[src/hw/rtl/atr_pkg.sv]
// Shared constants and controller/datapath interface types for the
// average true range unit. No dependencies.
package atr_pkg;

  localparam int MAX_WINDOW    = 64;
  localparam int PRICE_BITS    = 32;
  localparam int FRACTION_BITS = 8;

  // Fixed field widths.
  localparam int WIN_W   = 7;
  localparam int VALUE_W = 40;
  localparam int IN_DATA_W  = 96;
  localparam int OUT_DATA_W = 40;

  localparam logic [WIN_W-1:0] WIN_RESET = WIN_W'(14);

  // Ring addressing assumes a power-of-two depth so the pointer wraps naturally.
  localparam int RING_AW = $clog2(MAX_WINDOW);
  localparam int HELD_W  = $clog2(MAX_WINDOW + 1);
  localparam int SUM_W   = PRICE_BITS + RING_AW;

  // Radix-4 restoring divider: two quotient bits per cycle.
  localparam int DIV_W     = SUM_W + FRACTION_BITS;
  localparam int DIV_STEPS = (DIV_W + 1) / 2;
  localparam int DIV_PAD_W = 2 * DIV_STEPS;
  localparam int CNT_W     = $clog2(DIV_STEPS);

  typedef struct packed {
    logic load;      // latch the input bar
    logic diff;      // form the three absolute differences, read the oldest range
    logic max;       // pick the true range, retire the oldest range from the sum
    logic acc;       // store the true range, add it to the sum
    logic div_init;  // load the divider with the scaled sum
    logic div_step;  // one radix-4 divider step
    logic out_load;  // move the result into the output register
  } atr_cmd_t;

  typedef struct packed {
    logic have_prev;  // a previous close exists in the current series
    logic full_next;  // the window is full once the current range is stored
  } atr_sts_t;

endpackage

[src/hw/rtl/atr_ctrl.sv]
// Sequencing controller for the average true range unit.
// Depends on atr_pkg; drives the datapath through atr_cmd_t.
module atr_ctrl
  import atr_pkg::*;
(
  input  logic     clk,
  input  logic     rst_n,
  input  logic     in_tvalid,
  output logic     in_tready,
  input  logic     in_start,
  output logic     out_tvalid,
  input  logic     out_tready,
  input  atr_sts_t sts,
  output atr_cmd_t cmd
);

  typedef enum logic [2:0] {
    S_IDLE, S_DIFF, S_MAX, S_ACC, S_DINIT, S_DIV, S_OUT
  } state_t;

  state_t             state_r, state_nxt;
  logic [CNT_W-1:0]   cnt_r, cnt_nxt;
  logic               out_valid_r, out_valid_nxt;
  logic               in_fire;
  logic               out_free;

  assign in_tready  = (state_r == S_IDLE);
  assign in_fire    = in_tvalid && in_tready;
  assign out_tvalid = out_valid_r;
  assign out_free   = !out_valid_r || out_tready;

  always_comb begin
    state_nxt     = state_r;
    cnt_nxt       = cnt_r;
    out_valid_nxt = out_valid_r && !out_tready;
    cmd           = '0;
    unique case (state_r)
      S_IDLE: begin
        if (in_fire) begin
          cmd.load = 1'b1;
          // The first bar of a series forms no true range.
          if (in_start || !sts.have_prev) begin
            state_nxt = S_OUT;
          end else begin
            state_nxt = S_DIFF;
          end
        end
      end
      S_DIFF: begin
        cmd.diff  = 1'b1;
        state_nxt = S_MAX;
      end
      S_MAX: begin
        cmd.max   = 1'b1;
        state_nxt = S_ACC;
      end
      S_ACC: begin
        cmd.acc   = 1'b1;
        state_nxt = sts.full_next ? S_DINIT : S_OUT;
      end
      S_DINIT: begin
        cmd.div_init = 1'b1;
        cnt_nxt      = '0;
        state_nxt    = S_DIV;
      end
      S_DIV: begin
        cmd.div_step = 1'b1;
        cnt_nxt      = cnt_r + CNT_W'(1);
        if (cnt_r == CNT_W'(DIV_STEPS - 1)) begin
          state_nxt = S_OUT;
        end
      end
      S_OUT: begin
        if (out_free) begin
          cmd.out_load  = 1'b1;
          out_valid_nxt = 1'b1;
          state_nxt     = S_IDLE;
        end
      end
      default: state_nxt = S_IDLE;
    endcase
  end

  always_ff @(posedge clk) begin
    if (!rst_n) begin
      state_r     <= S_IDLE;
      cnt_r       <= '0;
      out_valid_r <= 1'b0;
    end else begin
      state_r     <= state_nxt;
      cnt_r       <= cnt_nxt;
      out_valid_r <= out_valid_nxt;
    end
  end

endmodule

[src/hw/rtl/atr_dp.sv]
// Datapath of the average true range unit: range ring, running sum,
// serial divider and output register. Depends on atr_pkg.
module atr_dp
  import atr_pkg::*;
(
  input  logic                    clk,
  input  logic                    rst_n,
  input  atr_cmd_t                cmd,
  output atr_sts_t                sts,
  input  logic                    cfg_wr_en,
  input  logic [WIN_W-1:0]        cfg_wr_data,
  input  logic [PRICE_BITS-1:0]   in_high,
  input  logic [PRICE_BITS-1:0]   in_low,
  input  logic [PRICE_BITS-1:0]   in_close,
  input  logic                    in_start,
  output logic [VALUE_W-1:0]      out_value,
  output logic                    out_flag
);

  logic [WIN_W-1:0]      win_r;
  logic [WIN_W-1:0]      n_eff;
  logic                  clear;

  logic [PRICE_BITS-1:0] hi_r, lo_r, cl_r, prev_close_r;
  logic                  have_prev_r;
  logic [PRICE_BITS-1:0] d1_r, d2_r, d3_r, tr_r, old_r;
  logic [PRICE_BITS-1:0] tr_nxt;
  logic [SUM_W-1:0]      sum_r;
  logic [RING_AW-1:0]    pos_r;
  logic [RING_AW-1:0]    oldest_addr;
  logic [HELD_W-1:0]     held_r;
  logic                  held_full;

  logic [PRICE_BITS-1:0] ring_mem [MAX_WINDOW];

  logic [DIV_PAD_W-1:0]  div_sh_r, div_sh_nxt;
  logic [WIN_W-1:0]      rem_r, rem_nxt, rem_mid;
  logic [WIN_W:0]        rem_a, rem_b;
  logic                  q_hi, q_lo;
  logic                  res_valid_r;

  logic [VALUE_W-1:0]    out_value_r;
  logic                  out_flag_r;

  function automatic logic [PRICE_BITS-1:0] abs_diff(
    input logic [PRICE_BITS-1:0] a,
    input logic [PRICE_BITS-1:0] b
  );
    return (a >= b) ? (a - b) : (b - a);
  endfunction

  // A window of zero acts as one; anything above the ring depth is clamped.
  always_comb begin
    if (win_r == '0) begin
      n_eff = WIN_W'(1);
    end else if (win_r > WIN_W'(MAX_WINDOW)) begin
      n_eff = WIN_W'(MAX_WINDOW);
    end else begin
      n_eff = win_r;
    end
  end

  assign clear       = cfg_wr_en || (cmd.load && in_start);
  assign held_full   = (WIN_W'(held_r) >= n_eff);
  assign oldest_addr = pos_r - n_eff[RING_AW-1:0];

  assign sts.have_prev = have_prev_r;
  assign sts.full_next = (WIN_W'(held_r) + WIN_W'(1) >= n_eff);

  always_comb begin
    tr_nxt = d1_r;
    if (d2_r > tr_nxt) tr_nxt = d2_r;
    if (d3_r > tr_nxt) tr_nxt = d3_r;
  end

  // Two restoring steps; the remainder always stays below the window length.
  always_comb begin
    rem_a      = {rem_r, div_sh_r[DIV_PAD_W-1]};
    q_hi       = (rem_a >= {1'b0, n_eff});
    rem_mid    = q_hi ? WIN_W'(rem_a - {1'b0, n_eff}) : rem_a[WIN_W-1:0];
    rem_b      = {rem_mid, div_sh_r[DIV_PAD_W-2]};
    q_lo       = (rem_b >= {1'b0, n_eff});
    rem_nxt    = q_lo ? WIN_W'(rem_b - {1'b0, n_eff}) : rem_b[WIN_W-1:0];
    div_sh_nxt = {div_sh_r[DIV_PAD_W-3:0], q_hi, q_lo};
  end

  always_ff @(posedge clk) begin
    if (!rst_n) begin
      win_r       <= WIN_RESET;
      have_prev_r <= 1'b0;
      sum_r       <= '0;
      pos_r       <= '0;
      held_r      <= '0;
      res_valid_r <= 1'b0;
    end else begin
      if (cfg_wr_en) begin
        win_r <= cfg_wr_data;
      end
      if (clear) begin
        have_prev_r <= 1'b0;
        sum_r       <= '0;
        pos_r       <= '0;
        held_r      <= '0;
      end else begin
        if (cmd.max && held_full) begin
          sum_r <= sum_r - SUM_W'(old_r);
        end
        if (cmd.acc) begin
          sum_r <= sum_r + SUM_W'(tr_r);
          pos_r <= pos_r + RING_AW'(1);
          if (!held_full) begin
            held_r <= held_r + HELD_W'(1);
          end
        end
        if (cmd.out_load) begin
          have_prev_r <= 1'b1;
        end
      end
      if (cmd.load) begin
        res_valid_r <= 1'b0;
      end else if (cmd.div_init) begin
        res_valid_r <= 1'b1;
      end
    end
  end

  always_ff @(posedge clk) begin
    if (cmd.load) begin
      hi_r <= in_high;
      lo_r <= in_low;
      cl_r <= in_close;
    end
    if (cmd.diff) begin
      d1_r <= abs_diff(hi_r, lo_r);
      d2_r <= abs_diff(hi_r, prev_close_r);
      d3_r <= abs_diff(lo_r, prev_close_r);
    end
    if (cmd.max) begin
      tr_r <= tr_nxt;
    end
    if (cmd.div_init) begin
      div_sh_r <= DIV_PAD_W'({sum_r, FRACTION_BITS'(0)});
      rem_r    <= '0;
    end else if (cmd.div_step) begin
      div_sh_r <= div_sh_nxt;
      rem_r    <= rem_nxt;
    end
    if (cmd.out_load) begin
      prev_close_r <= cl_r;
      out_value_r  <= res_valid_r ? div_sh_r[VALUE_W-1:0] : '0;
      out_flag_r   <= res_valid_r;
    end
  end

  always_ff @(posedge clk) begin
    if (cmd.diff) begin
      old_r <= ring_mem[oldest_addr];
    end
    if (cmd.acc) begin
      ring_mem[pos_r] <= tr_r;
    end
  end

  assign out_value = out_value_r;
  assign out_flag  = out_flag_r;

endmodule

[src/hw/rtl/average_true_range_unit.sv]
// Top level of the average true range unit: stream ports, controller and datapath.
// Depends on atr_pkg, atr_ctrl and atr_dp.

// Takes one price bar per transfer and returns exactly one result per bar, in
// order. A bar that starts a series (or the first bar after reset or after a
// window write) goes from its transfer straight to the output state, which
// loads its zero, invalid result into the output register. A bar whose true
// range does not yet fill the window first passes through the difference,
// maximum and accumulate states. Every other bar also passes through the
// radix-4 divider that divides the scaled running sum by the window. In each
// case the input is ready again only once the result has been loaded. While a
// result waits in the output register the next bar is already taken and worked
// on; it stalls just before its own result is loaded until the waiting result
// has been taken. Write cfg_wr_data only when no bar is in flight; every write
// also clears the series.
module average_true_range_unit
  import atr_pkg::*;
(
  input  logic                  clk,
  input  logic                  rst_n,
  input  logic                  cfg_wr_en,
  input  logic [WIN_W-1:0]      cfg_wr_data,   // window_length
  input  logic                  in_tvalid,
  output logic                  in_tready,
  input  logic [IN_DATA_W-1:0]  in_tdata,      // high_price, low_price, close_price
  input  logic                  in_tuser,      // start_series
  output logic                  out_tvalid,
  input  logic                  out_tready,
  output logic [OUT_DATA_W-1:0] out_tdata,     // atr_value
  output logic                  out_tuser      // atr_valid
);

  atr_cmd_t cmd;
  atr_sts_t sts;

  atr_ctrl u_ctrl (
    .clk        (clk),
    .rst_n      (rst_n),
    .in_tvalid  (in_tvalid),
    .in_tready  (in_tready),
    .in_start   (in_tuser),
    .out_tvalid (out_tvalid),
    .out_tready (out_tready),
    .sts        (sts),
    .cmd        (cmd)
  );

  atr_dp u_dp (
    .clk         (clk),
    .rst_n       (rst_n),
    .cmd         (cmd),
    .sts         (sts),
    .cfg_wr_en   (cfg_wr_en),
    .cfg_wr_data (cfg_wr_data),
    .in_high     (in_tdata[PRICE_BITS-1:0]),
    .in_low      (in_tdata[2*PRICE_BITS-1:PRICE_BITS]),
    .in_close    (in_tdata[3*PRICE_BITS-1:2*PRICE_BITS]),
    .in_start    (in_tuser),
    .out_value   (out_tdata),
    .out_flag    (out_tuser)
  );

endmodule

[config.mk]
export PLATFORM = sky130hd
export DESIGN_NAME = average_true_range_unit
export DESIGN_NICKNAME = d
export VERILOG_FILES = /design/src/hw/rtl/atr_pkg.sv /design/src/hw/rtl/atr_ctrl.sv /design/src/hw/rtl/atr_dp.sv /design/src/hw/rtl/average_true_range_unit.sv
export SDC_FILE = /design/constraint.sdc
export NUM_CORES = 2
export LEC_CHECK = 0
export ABC_AREA = 1
export BUFFER_PORTS_ARGS = -buffer_cell sky130_fd_sc_hd__buf_2
export CORE_MARGIN = 3
export CORE_UTILIZATION = 38
export DETAILED_ROUTE_END_ITERATION = 12
export GPL_TIMING_DRIVEN = 0
export SKIP_CTS_REPAIR_TIMING = 1
export SYNTH_ARGS = -nofsm -noshare
export SYNTH_HDL_FRONTEND = slang
export SYNTH_SLANG_ARGS = --single-unit
export TNS_END_PERCENT = 1
[constraint.sdc]
create_clock -name clk -period 9.8 [get_ports clk]
set_clock_uncertainty 0.2 [all_clocks]
set_input_delay 1.96 -clock clk [delete_from_list [all_inputs] [get_ports clk]]
set_output_delay 1.96 -clock clk [all_outputs]
set_load 0.05 [all_outputs]
==> summary.txt <==
Die Span Y: 559.0 um
overall fraction of global-route tracks in use: 0.2451
cells along the critical path: nor2_1 -> nand3_1 -> o21ai_1 -> buf_6 -> ha_1 -> inv_1 -> fa_1 -> buf_2 -> buf_2 -> clkbuf_1 -> clkbuf_1 -> o21ai_0 -> o21ai_0 -> mux2_2 -> nand2_1 -> nand3_1 -> nand3_1 -> o21ai_1
non-filler cells, final: 15764
layout net count: 11911
buffer levels on the longest clock path: 4
number of synthesized flops with an enable pin: 2415
layout cell share with drive strength beyond 1: 0.1088
synth-to-layout area growth: 17.06%
area of the die: 0.3125 mm^2
antenna violations before repair: 24
crit share post-route: 0.6574
GPL Wtd Cong: 0.9267
synthesized area: 0.1162 mm^2
critical path startpoint category: register
level count of the clock H-tree: 5
CP Data Arrival Time: 6.87 ns
mean post-synth cell area: 10.71 um^2
Fmax achieved: 0.1552 GHz
post-route DRC violation count: 0
Worst path slowest cell: sky130_fd_sc_hd__clkbuf_1
Top FF cell, synth: sky130_fd_sc_hd__edfxtp_1
port bufs: 151
number of max-slew violations in the final report: 0
total nets after synthesis: 11294
maximum fanout count along the critical path: 10
total power divided by cell area: 268.3 mW/mm^2
yosys warns: 0
terminus of the critical flop-to-flop path: u_dp.old_r[16]
total placed cells including tap cells: 15265
average vias per placed instance: 5.353
Crit path largest cell delay: 0.79 ns
Register-to-Register Path Depth: 18
row count: 202
first-pass GRT wire length: 565800 um
WHS Endpoint: u_dp.prev_close_r[19]
vias in the first global route: 82036
clock tree root buffer cell: sky130_fd_sc_hd__clkbuf_16
count of nets left with antenna violations after detail routing: 0
total via count after detailed routing: 84382
failing checks: capacitance limit
endpoints failing hold: 0
per-cell routed wire length: 25.15 um
core outline area: 0.3035 mm^2
flop and latch count out of synthesis: 2499
setup slack on the worst flop-to-flop path: 3.36 ns
largest net degree at the start of global routing: 60
Critical Path Sink Type: register
I/O Pins: 152
Die X-Extent: 559.0 um
part of the Yosys area used for sequential elements: 0.6386
maximum vdd ir drop: 146.2 uV
synth unique cells: 51
CTS Buf Count: 277
Clock Sinks: 2499
count of max-cap constraint violations: 1
Most Frequent Cell on Critical Path: sky130_fd_sc_hd__nand3_1
utilization of the core after routing: 0.4481
status: finished with violations
async set or reset register ratio after synthesis: 0
worst setup path category: register to register
summed negative setup slack over all endpoints: 0 ns
RSZ-0062 raised after global routing: false
worst hold stages: 0
count of TritonRoute iterations in the first routing pass: 10
min-delay worst type: register to register
time the worst path needs with I/O delays and setup: 6.442 ns
Clk Latency, worst-skew pair: 0.92 ns
transition time of the tightest slew-check pin: 1.485 ns
post-route cell area: 0.1360 mm^2
worst-case headroom to the max-slew limit: 0.007344
startpoint of the most critical hold path: u_dp.cl_r[19]
count of routing violations after the opening detailed-route iteration: 9115
total overflow reported by the global router: 0
leading cell type in the layout, fill and taps excluded: sky130_fd_sc_hd__edfxtp_1
Crit Reg-Reg Startpoint: u_dp.win_r[3]
commonest cells after routing, fill and taps aside: sky130_fd_sc_hd__edfxtp_1, sky130_fd_sc_hd__nor2_1, sky130_fd_sc_hd__nand2_1
setup-violating endpoint count in the final report: 0
Initial Utilization: 0.3828
Required @ worst endpoint: 10.23 ns
routed wire length: 396500 um
TritonCTS clock tree: built
Leak: 49.52 nW
total cell area at the placement stage: 0.1271 mm^2
cells after synthesis: 10847
post-detailed-placement half-perimeter wirelength: 303400 um
clock edge transition at the registers on the reported setup and hold paths: 0.06 ns
==> state kept, by name, indices dropped and copies added (netlist names), 38 cells and up <==
register        count
u_dp.div_sh_r      46
u_dp.out_value     40
u_dp.ring_mem    2048
u_dp.sum_r         38
==> report_power, final <==
part	internal [mW]	leakage, nW	total [mW]	switching [mW]
clock network	6.01	4.37	10.4	4.35
logic	3.69	22.7	12.1	8.36
registers	13.5	22.5	14.1	0.611
==> Yosys cell counts (50+ instances only) <==
library cell               count  area, um^2
sky130_fd_sc_hd__dfxtp_1      84        1682
sky130_fd_sc_hd__edfxtp_1   2415       72520
sky130_fd_sc_hd__nor3_1       50       250.2
sky130_fd_sc_hd__nand3_1     344        1722
sky130_fd_sc_hd__o21ai_0    1515        7582
sky130_fd_sc_hd__inv_1       556        2087
sky130_fd_sc_hd__nor2_1     1918        7199
sky130_fd_sc_hd__clkbuf_1    309        1160
sky130_fd_sc_hd__mux2_2      224        2522
sky130_fd_sc_hd__nand2_1    1575        5912
sky130_fd_sc_hd__ha_1        328        4104
sky130_fd_sc_hd__a21oi_1     409        2047
sky130_fd_sc_hd__buf_2       170       850.8
sky130_fd_sc_hd__xor2_1      155        1358
sky130_fd_sc_hd__o21ai_1     295        1476
==> kinds of logic (layout without fill, tap and decap cells) <==
group,after synthesis,in the layout,synth area share
simple gates,3995,3995,0.1363
flops,2499,2499,0.6386
compound gates,2439,2439,0.1097
buf+inv,1127,1959,0.03931
fa+ha+maj,338,338,0.03704
mux,256,256,0.02446
xor+xnor,193,193,0.01461
other cells,0,5,0
==> metrics by stage <==
| stage | hold WS (ns) | power (mW) | setup WS (ns) |
|---|---|---|---|
| finish | 0.2173 | 36.50 | 3.358 |
| global route | 0.2231 | 38.00 | 3.182 |
| CTS | 0.2186 | 36.59 | 3.363 |
| detailed placement | 0.2045 | 26.24 | 3.387 |
| global placement | 0.2016 | 25.20 | -1.125 |
| floorplan | 0.2003 | 20.26 | 2.440 |
==> layout make-up <==
| class | count | area [um^2] |
|---|---|---|
| clock buffers | 341 | 7360 |
| inverters | 568 | 2135 |
| diodes | 5 | 12.51 |
| plain buffers | 559 | 2436 |
| repair buffers | 338 | 5259 |
| well taps | 4080 | 5105 |
| flip-flops and latches | 2499 | 74200 |
| clock inverters | 153 | 1592 |
| multi-input cells | 7221 | 37930 |
| fillers | 27941 | 167500 |
==> critical path, delay by kind of cell (launching register included) <==
family	cells	cell delay [ns]
and+or+nand+nor	5	0.83
AOI/OAI and AO/OA	4	1.33
buffers and inverters	6	2.52
DFF	1	0.35
muxes	1	0.22
adders and majority gates	2	0.69
==> metal layers <==
layer / wire length [um] / track usage / vias to the layer above
met2: 186500 / 0.4031 / 3084
met1: 167800 / 0.3300 / 41456
met3: 22630 / 0.02391 / 612
li1: - / - / 39224
met5: 294 / 0 / -
met4: 19270 / 0.1074 / 6
==> worst max-delay path by stage <==
stage	startpoint	cells past startpoint	end
final	u_dp.win_r[3]	18	u_dp.old_r[16]
after global routing	u_dp.win_r[4]	18	u_dp.old_r[11]
after CTS	u_dp.win_r[3]	18	u_dp.old_r[16]
after detailed placement	u_dp.win_r[2]	18	u_dp.old_r[13]
after global placement	in_tvalid	9	u_dp.sum_r[8]
after floorplan	in_tvalid	10	u_dp.sum_r[23]
Note: power is estimated with default switching activity, not from simulation.
